[src/rtl/sc2a_pkg.sv]
// Shared types, constants and the make-code table for the scan-code decoder.
package sc2a_pkg;

    localparam int BUFFER_DEPTH = 256;
    localparam int IDX_W        = $clog2(BUFFER_DEPTH);

    localparam logic [7:0] CODE_EXTENDED = 8'hE0;
    localparam logic [7:0] CODE_UP       = 8'h48;
    localparam logic [7:0] CODE_DOWN     = 8'h50;

    localparam logic [6:0] CHAR_NONE = 7'h00;
    localparam logic [6:0] CHAR_UP   = 7'h01;
    localparam logic [6:0] CHAR_DOWN = 7'h02;

    localparam logic OP_SCAN = 1'b0;
    localparam logic OP_READ = 1'b1;

    typedef struct packed {
        logic       valid;
        logic [6:0] ch;
    } t_push;

    // set 1 make code to character, CHAR_NONE where unmapped
    function automatic logic [6:0] make_char(input logic [6:0] code);
        logic [6:0] c;
        case (code)
            7'h1E: c = 7'h61;  // a
            7'h30: c = 7'h62;
            7'h2E: c = 7'h63;
            7'h20: c = 7'h64;
            7'h12: c = 7'h65;
            7'h21: c = 7'h66;
            7'h22: c = 7'h67;
            7'h23: c = 7'h68;
            7'h17: c = 7'h69;
            7'h24: c = 7'h6A;
            7'h25: c = 7'h6B;
            7'h26: c = 7'h6C;
            7'h32: c = 7'h6D;
            7'h31: c = 7'h6E;
            7'h18: c = 7'h6F;
            7'h19: c = 7'h70;
            7'h10: c = 7'h71;
            7'h13: c = 7'h72;
            7'h1F: c = 7'h73;
            7'h14: c = 7'h74;
            7'h16: c = 7'h75;
            7'h2F: c = 7'h76;
            7'h11: c = 7'h77;
            7'h2D: c = 7'h78;
            7'h15: c = 7'h79;
            7'h2C: c = 7'h7A;  // z
            7'h39: c = 7'h20;  // space
            7'h02: c = 7'h31;  // 1
            7'h03: c = 7'h32;
            7'h04: c = 7'h33;
            7'h1C: c = 7'h0A;  // newline
            7'h0E: c = 7'h08;  // backspace
            7'h34: c = 7'h2E;  // .
            7'h35: c = 7'h2F;  // /
            7'h0C: c = 7'h2D;  // -
            default: c = CHAR_NONE;
        endcase
        return c;
    endfunction

endpackage

[src/rtl/scancode_to_ascii_fifo_top.sv]
// Top level: keyboard scan-code decoder feeding a character ring buffer.
//
// Input channel (i_in_valid / o_in_ready) carries i_op and i_scan_code.
// op 0 delivers one set 1 scan-code byte: it is decoded and a mapped
// character is pushed into the 256-entry buffer; no result beat follows.
// op 1 pops one character; its result beat (o_character, o_empty_res) is
// presented on the output channel (o_out_valid / i_out_ready) in the cycle
// after acceptance. An empty buffer answers character 0 with o_empty_res.
// A full buffer (255 characters) drops new characters.
// Throughput is one item per cycle. The only limit is the single output
// register, fed by the buffer's registered read port: while a result beat
// waits, the input is held off unless that beat leaves in the same cycle.
// Reset (synchronous, active low) clears the extended-prefix flag, the
// buffer indices and the output valid; no clearing pass is needed since
// only written entries are ever read.
module scancode_to_ascii_fifo_top (
    input  logic       i_clk,
    input  logic       i_rst_n,
    input  logic       i_in_valid,
    output logic       o_in_ready,
    input  logic       i_op,
    input  logic [7:0] i_scan_code,
    output logic       o_out_valid,
    input  logic       i_out_ready,
    output logic [6:0] o_character,
    output logic       o_empty_res
);

    logic            in_acc;
    logic            rd_en;
    logic            byte_en;
    logic            r_out_valid;
    sc2a_pkg::t_push push;

    assign o_in_ready = !r_out_valid || i_out_ready;
    assign in_acc     = i_in_valid && o_in_ready;
    assign rd_en      = in_acc && (i_op == sc2a_pkg::OP_READ);
    assign byte_en    = in_acc && (i_op == sc2a_pkg::OP_SCAN);

    always_ff @(posedge i_clk) begin
        if (!i_rst_n) begin
            r_out_valid <= 1'b0;
        end else if (o_in_ready) begin
            r_out_valid <= rd_en;
        end
    end

    sc2a_decode u_decode (
        .i_clk     (i_clk),
        .i_rst_n   (i_rst_n),
        .i_byte_en (byte_en),
        .i_code    (i_scan_code),
        .o_push    (push)
    );

    sc2a_ring u_ring (
        .i_clk       (i_clk),
        .i_rst_n     (i_rst_n),
        .i_push      (push),
        .i_rd_en     (rd_en),
        .o_character (o_character),
        .o_empty_res (o_empty_res)
    );

    assign o_out_valid = r_out_valid;

endmodule

[src/rtl/sc2a_decode.sv]
// Scan-code set 1 decoder: extended-prefix flag and make-code mapping.
module sc2a_decode (
    input  logic             i_clk,
    input  logic             i_rst_n,
    input  logic             i_byte_en,
    input  logic [7:0]       i_code,
    output sc2a_pkg::t_push  o_push
);

    logic       r_ext;
    logic [6:0] tab_char;

    assign tab_char = sc2a_pkg::make_char(i_code[6:0]);

    always_ff @(posedge i_clk) begin
        if (!i_rst_n) begin
            r_ext <= 1'b0;
        end else if (i_byte_en) begin
            r_ext <= (i_code == sc2a_pkg::CODE_EXTENDED);
        end
    end

    always_comb begin
        o_push.valid = 1'b0;
        o_push.ch    = sc2a_pkg::CHAR_NONE;
        if (i_byte_en && i_code != sc2a_pkg::CODE_EXTENDED) begin
            if (r_ext) begin
                // after the prefix only the two arrows count
                if (i_code == sc2a_pkg::CODE_UP) begin
                    o_push.valid = 1'b1;
                    o_push.ch    = sc2a_pkg::CHAR_UP;
                end else if (i_code == sc2a_pkg::CODE_DOWN) begin
                    o_push.valid = 1'b1;
                    o_push.ch    = sc2a_pkg::CHAR_DOWN;
                end
            end else if (!i_code[7]) begin
                o_push.valid = (tab_char != sc2a_pkg::CHAR_NONE);
                o_push.ch    = tab_char;
            end
        end
    end

endmodule

[src/rtl/sc2a_ring.sv]
// Character ring buffer: one store with registered read data, plus indices.
module sc2a_ring (
    input  logic             i_clk,
    input  logic             i_rst_n,
    input  sc2a_pkg::t_push  i_push,
    input  logic             i_rd_en,
    output logic [6:0]       o_character,
    output logic             o_empty_res
);

    logic [6:0]                 r_mem [sc2a_pkg::BUFFER_DEPTH];
    logic [sc2a_pkg::IDX_W-1:0] r_wr_idx;
    logic [sc2a_pkg::IDX_W-1:0] r_rd_idx;
    logic [sc2a_pkg::IDX_W-1:0] n_wr_idx;
    logic [sc2a_pkg::IDX_W-1:0] n_rd_idx;
    logic [6:0]                 r_q;
    logic                       r_empty;
    logic                       is_empty;
    logic                       is_full;

    assign n_wr_idx = (r_wr_idx == sc2a_pkg::IDX_W'(sc2a_pkg::BUFFER_DEPTH - 1))
                      ? '0 : r_wr_idx + 1'b1;
    assign n_rd_idx = (r_rd_idx == sc2a_pkg::IDX_W'(sc2a_pkg::BUFFER_DEPTH - 1))
                      ? '0 : r_rd_idx + 1'b1;
    assign is_empty = (r_wr_idx == r_rd_idx);
    // one slot kept free; new character dropped when full
    assign is_full  = (n_wr_idx == r_rd_idx);

    always_ff @(posedge i_clk) begin
        if (i_push.valid && !is_full) begin
            r_mem[r_wr_idx] <= i_push.ch;
        end
        if (i_rd_en && !is_empty) begin
            r_q <= r_mem[r_rd_idx];
        end
    end

    always_ff @(posedge i_clk) begin
        if (!i_rst_n) begin
            r_wr_idx <= '0;
            r_rd_idx <= '0;
            r_empty  <= 1'b1;
        end else begin
            if (i_push.valid && !is_full) begin
                r_wr_idx <= n_wr_idx;
            end
            if (i_rd_en) begin
                r_empty <= is_empty;
                if (!is_empty) begin
                    r_rd_idx <= n_rd_idx;
                end
            end
        end
    end

    assign o_character = r_empty ? sc2a_pkg::CHAR_NONE : r_q;
    assign o_empty_res = r_empty;

endmodule

[config.mk]
export PLATFORM = sky130hd
export DESIGN_NAME = scancode_to_ascii_fifo_top
export DESIGN_NICKNAME = d
export VERILOG_FILES = /design/src/rtl/sc2a_pkg.sv /design/src/rtl/scancode_to_ascii_fifo_top.sv /design/src/rtl/sc2a_decode.sv /design/src/rtl/sc2a_ring.sv
export SDC_FILE = /design/constraint.sdc
export NUM_CORES = 2
export LEC_CHECK = 0
export ABC_CLOCK_PERIOD_IN_PS = 37500
export BUFFER_PORTS_ARGS = -buffer_cell sky130_fd_sc_hd__buf_4
export CORE_MARGIN = 4
export CORE_UTILIZATION = 25
export CTS_BUF_LIST = sky130_fd_sc_hd__clkbuf_2
export DETAILED_ROUTE_END_ITERATION = 16
export PLACE_DENSITY = 0.35
export SLEW_MARGIN = 15
export SYNTH_ARGS = -nofsm -noshare
export SYNTH_HDL_FRONTEND = slang
export SYNTH_HIERARCHICAL = 1
export SYNTH_SLANG_ARGS = --single-unit
[constraint.sdc]
create_clock -name i_clk -period 37.5 [get_ports i_clk]
set_input_delay 0 -clock i_clk [delete_from_list [all_inputs] [get_ports i_clk]]
set_output_delay 0 -clock i_clk [all_outputs]
set_load 0.02 [all_outputs]
==> flow_metrics.py <==
metrics = {
    "worst_setup_path": {
        "worst-path-max-fanout": 28,
        "cp_data_arrival_time_ns": 9.05,
        "crit_buf_inv": 13,
        "timing.critical_path.max_delay_family": "buffers and inverters",
        "critical_path.cell_chain": "dlygate4sd3_1 -> dlygate4sd3_1 -> buf_4 -> dlygate4sd3_1 -> inv_1 -> ha_1 -> nand2_1 -> dlygate4sd3_1 -> o41ai_1 -> dlygate4sd3_1 -> o21bai_1 -> dlygate4sd3_1 -> a31oi_1 -> dlygate4sd3_1 -> inv_1 -> dlygate4sd3_1 -> a41oi_4 -> buf_4 -> nand4_1 -> buf_4 -> nor2_1",
        "crit_slowest_cell": "nand4_1",
        "timing_worst_setup_path_type": "in -> reg",
        "worst_setup_path_start_kind": "primary input",
        "startpoint": "i_scan_code[1]",
        "reg2reg_depth": 13,
        "critPathCaptureType": "register",
        "critical_path_required_ns": 38.97,
        "most_used_cell_along_the_critical_path": "dlygate4sd3_1",
        "critical_path_cell_count": 21,
        "r2r-start": "u_decode/r_ext",
        "max_stage_delay_ns": 0.99,
    },
    "yosys": {
        "ys_types": 82,
        "synth_nets": 3647,
        "synth.ff_latch_count": 1818,
        "syn-cell-area_mm2": 0.0719,
        "synthCells": 3619,
        "synth.yosys.seq_area_share_pct": 75.6,
        "synthFlopType": "edfxtp_1",
        "yosys_warnings": 6,
        "share_of_async_settable_or_async_resettable_flops_after_synthesis_pct": 0,
        "synth_edf_count": 1799,
        "syn_area_per_cell_um2": 19.9,
    },
    "placed_design": {
        "io_buffers": 22,
        "detailedPlacementHpwl_um": 144000,
        "post-place-cells": 7277,
        "routabilityCongestion": 0.755,
    },
    "timing": {
        "finalHoldWorstSlack_ns": 0.415,
        "fmaxAchievable_mhz": 132,
        "totalNegativeSetupSlack_ns": 0,
        "grt_setup_unrepaired": "no",
        "setup_viol_count_final": 0,
        "timing.final.crit_share_pct": 20.2,
        "final.setup_skew_ns": 0.200,
        "slew_headroom_pct": 14.3,
        "finalWorstPathRequiredPeriod_ns": 7.58,
        "timing_worst_slew_pin_value_ns": 1.27,
        "timing_max_transition_violations_final": 0,
        "finalHoldViolations": 0,
    },
    "cts": {
        "post_cts_buffers": 0,
        "clock_tree_from_tritoncts": "built",
        "post_cts_resize_count": 0,
        "worstSkewPairLatency_ns": 1.91,
        "cts_max_path_buffers": 4,
        "clock_sink_count": 1818,
        "cts_hold_buffers": 57,
        "h-tree-depth": 6,
        "tritoncts.num_buffers": 523,
        "ctsRootBufferMaster": "clkbuf_2",
        "worst_setup_hold_path_clk_slew_ns": 0.09,
    },
    "outcome": {
        "run_status": "completed",
    },
    "finish": {
        "layoutNonFillerInstCount": 8244,
        "post-route-util_pct": 28.8,
        "syn_to_final_growth_pct": 14.2,
        "post_route_cells_drive_above_1_share_pct": 31.2,
        "fin_nets": 4125,
    },
    "power_and_ir_drop": {
        "maximum_ir_drop_on_the_vdd_rail_mv": 0.0238,
        "power.density_cell_area_mw_per_mm2": 46.3,
        "design_power_total_mw": 3.81,
        "static-leakage-power_nw": 27.5,
    },
    "global_route": {
        "grtUsageTotal_pct": 16.1,
        "grt_max_degree": 154,
        "grt_overflow_total": 0,
        "first_global_vias": 41100,
        "grt_antenna_before_repair": 10,
        "grt_pass1_wl_um": 335000,
    },
    "floorplanning": {
        "dieWidth_um": 544,
        "std_cell_rows": 196,
        "die_area_mm2": 0.296,
        "number_of_top_level_pins": 23,
        "die_height_um": 544,
        "core_mm2": 0.286,
        "starting_density_pct": 25.2,
    },
    "drt": {
        "post_drt_wl_per_cell_um": 29.4,
        "drt_pass_1_iters": 5,
        "detail-route-antenna-nets": 0,
        "postRouteWirelength_um": 242000,
        "detailedRoute.firstIterationViolations": 3174,
        "via_per_instance_ratio": 4.67,
        "routed-via-count": 38500,
        "drc": 0,
    },
    "worst_hold_path": {
        "holdCritPathClass": "in -> reg",
        "worst_hold_path.num_cells": 7,
        "min-delay-start": "i_in_valid",
    },
    "run": {
        "maxCapViolCount": 0,
    },
}
==> power by group <==
part / leakage, nW / internal [mW] / total (mW) / switching (mW)
clock network: 3.63 / 0.644 / 1.53 / 0.885
logic: 4.78 / 0.0247 / 0.0687 / 0.0440
registers: 19.1 / 2.21 / 2.21 / 0.00144
==> final cells by class <==
type | instances | area (um^2)
Tap cell | 3762 | 4710
Antenna cell | 5 | 12.5
Fill cell | 28400 | 204000
Multi-Input combinational cell | 1560 | 16500
Inverter | 16 | 60.1
Timing Repair Buffer | 178 | 1590
Sequential cell | 1818 | 54400
Clock buffer | 763 | 3820
Clock inverter | 142 | 1040
==> synth_stat cells (all sizes together), types with 19 or more instances <==
library cell | instances | area share, %
nor2 | 290 | 1.5
nand3 | 51 | 0.41
a211oi | 20 | 0.21
edfxtp | 1799 | 75
a21oi | 62 | 0.43
nand2b | 20 | 0.18
a221oi | 32 | 0.39
mux4 | 389 | 12
o21ai | 37 | 0.26
nor2b | 27 | 0.23
a22oi | 76 | 0.79
nand2 | 89 | 0.46
o22ai | 38 | 0.33
buf | 136 | 1.0
o221ai | 24 | 0.29
dfxtp | 19 | 0.53
clkbuf | 89 | 0.46
nor3 | 20 | 0.14
mux2i | 175 | 2.4
==> worst min-delay path: cells and delay by family <==
| family | cells | cell delay, ns |
|---|---|---|
| buf+inv | 4 | 1.57 |
| simple gates | 2 | 0.38 |
| compound gates | 1 | 0.04 |
==> cells in the final DEF, fill, tap and decap left out, drive strengths merged, types with 38 or more instances in the layout <==
master / instances
clkbuf: 763
a22oi: 76
clkinv: 101
mux4: 389
buf: 122
a21oi: 62
nand3: 51
mux2i: 175
edfxtp: 1799
nor2: 290
o22ai: 38
nand2: 89
dlygate4sd3: 56
==> layer usage <==
| metal | GRT usage (%) | part of all wire (%) | wire (um) | vias to the layer above |
|---|---|---|---|---|
| li1 | - | - | - | 16300 |
| met1 | 22.2 | 46 | 111000 | 20900 |
| met2 | 26.0 | 47 | 115000 | 1034 |
| met3 | 2.81 | 4.3 | 10300 | 348 |
| met4 | 4.46 | 2.3 | 5530 | 4 |
| met5 | 0 | 0.0095 | 23 | - |
==> state kept, by name, indices dropped and copies added, names as in the netlist <==
name,count
u_ring/r_wr_idx,8
o_out_valid,1
u_ring/r_q,7
u_ring/r_mem,1792
u_ring/o_empty_res,1
u_ring/r_rd_idx,8
u_decode/r_ext,1
==> stage by stage <==
stage | instance area [um^2] | setup slack [ns]
final | 82200 | 29.92
after CTS | 82100 | 30.11
after global placement | 76700 | 31.58
after global routing | 82200 | 29.74
after detailed placement | 76700 | 31.63
after floorplan | 71900 | 20.10
==> worst paths after layout <==
| check | end | slack (ns) |
|---|---|---|
| hold / removal | u_ring/r_mem[248][1] | 0.41 |
| hold reg to reg | u_ring/r_wr_idx[1] | 0.60 |
| setup / recovery | u_ring/r_mem[13][5] | 29.92 |
| setup reg to reg | u_ring/r_mem[13][5] | 31.17 |
==> logic make-up after synthesis <==
kind of cell               after synthesis  synth area share [%]
muxes                                  576                  14.8
AOI/OAI and AO/OA                      390                  3.92
and+or+nand+nor                        561                  3.57
xor gates and xnor gates                18                 0.219
buffers and inverters                  241                  1.59
adders and majority gates               15                 0.261
DFF                                   1818                  75.6
No activity file was read; power rests on OpenSTA's default activity.
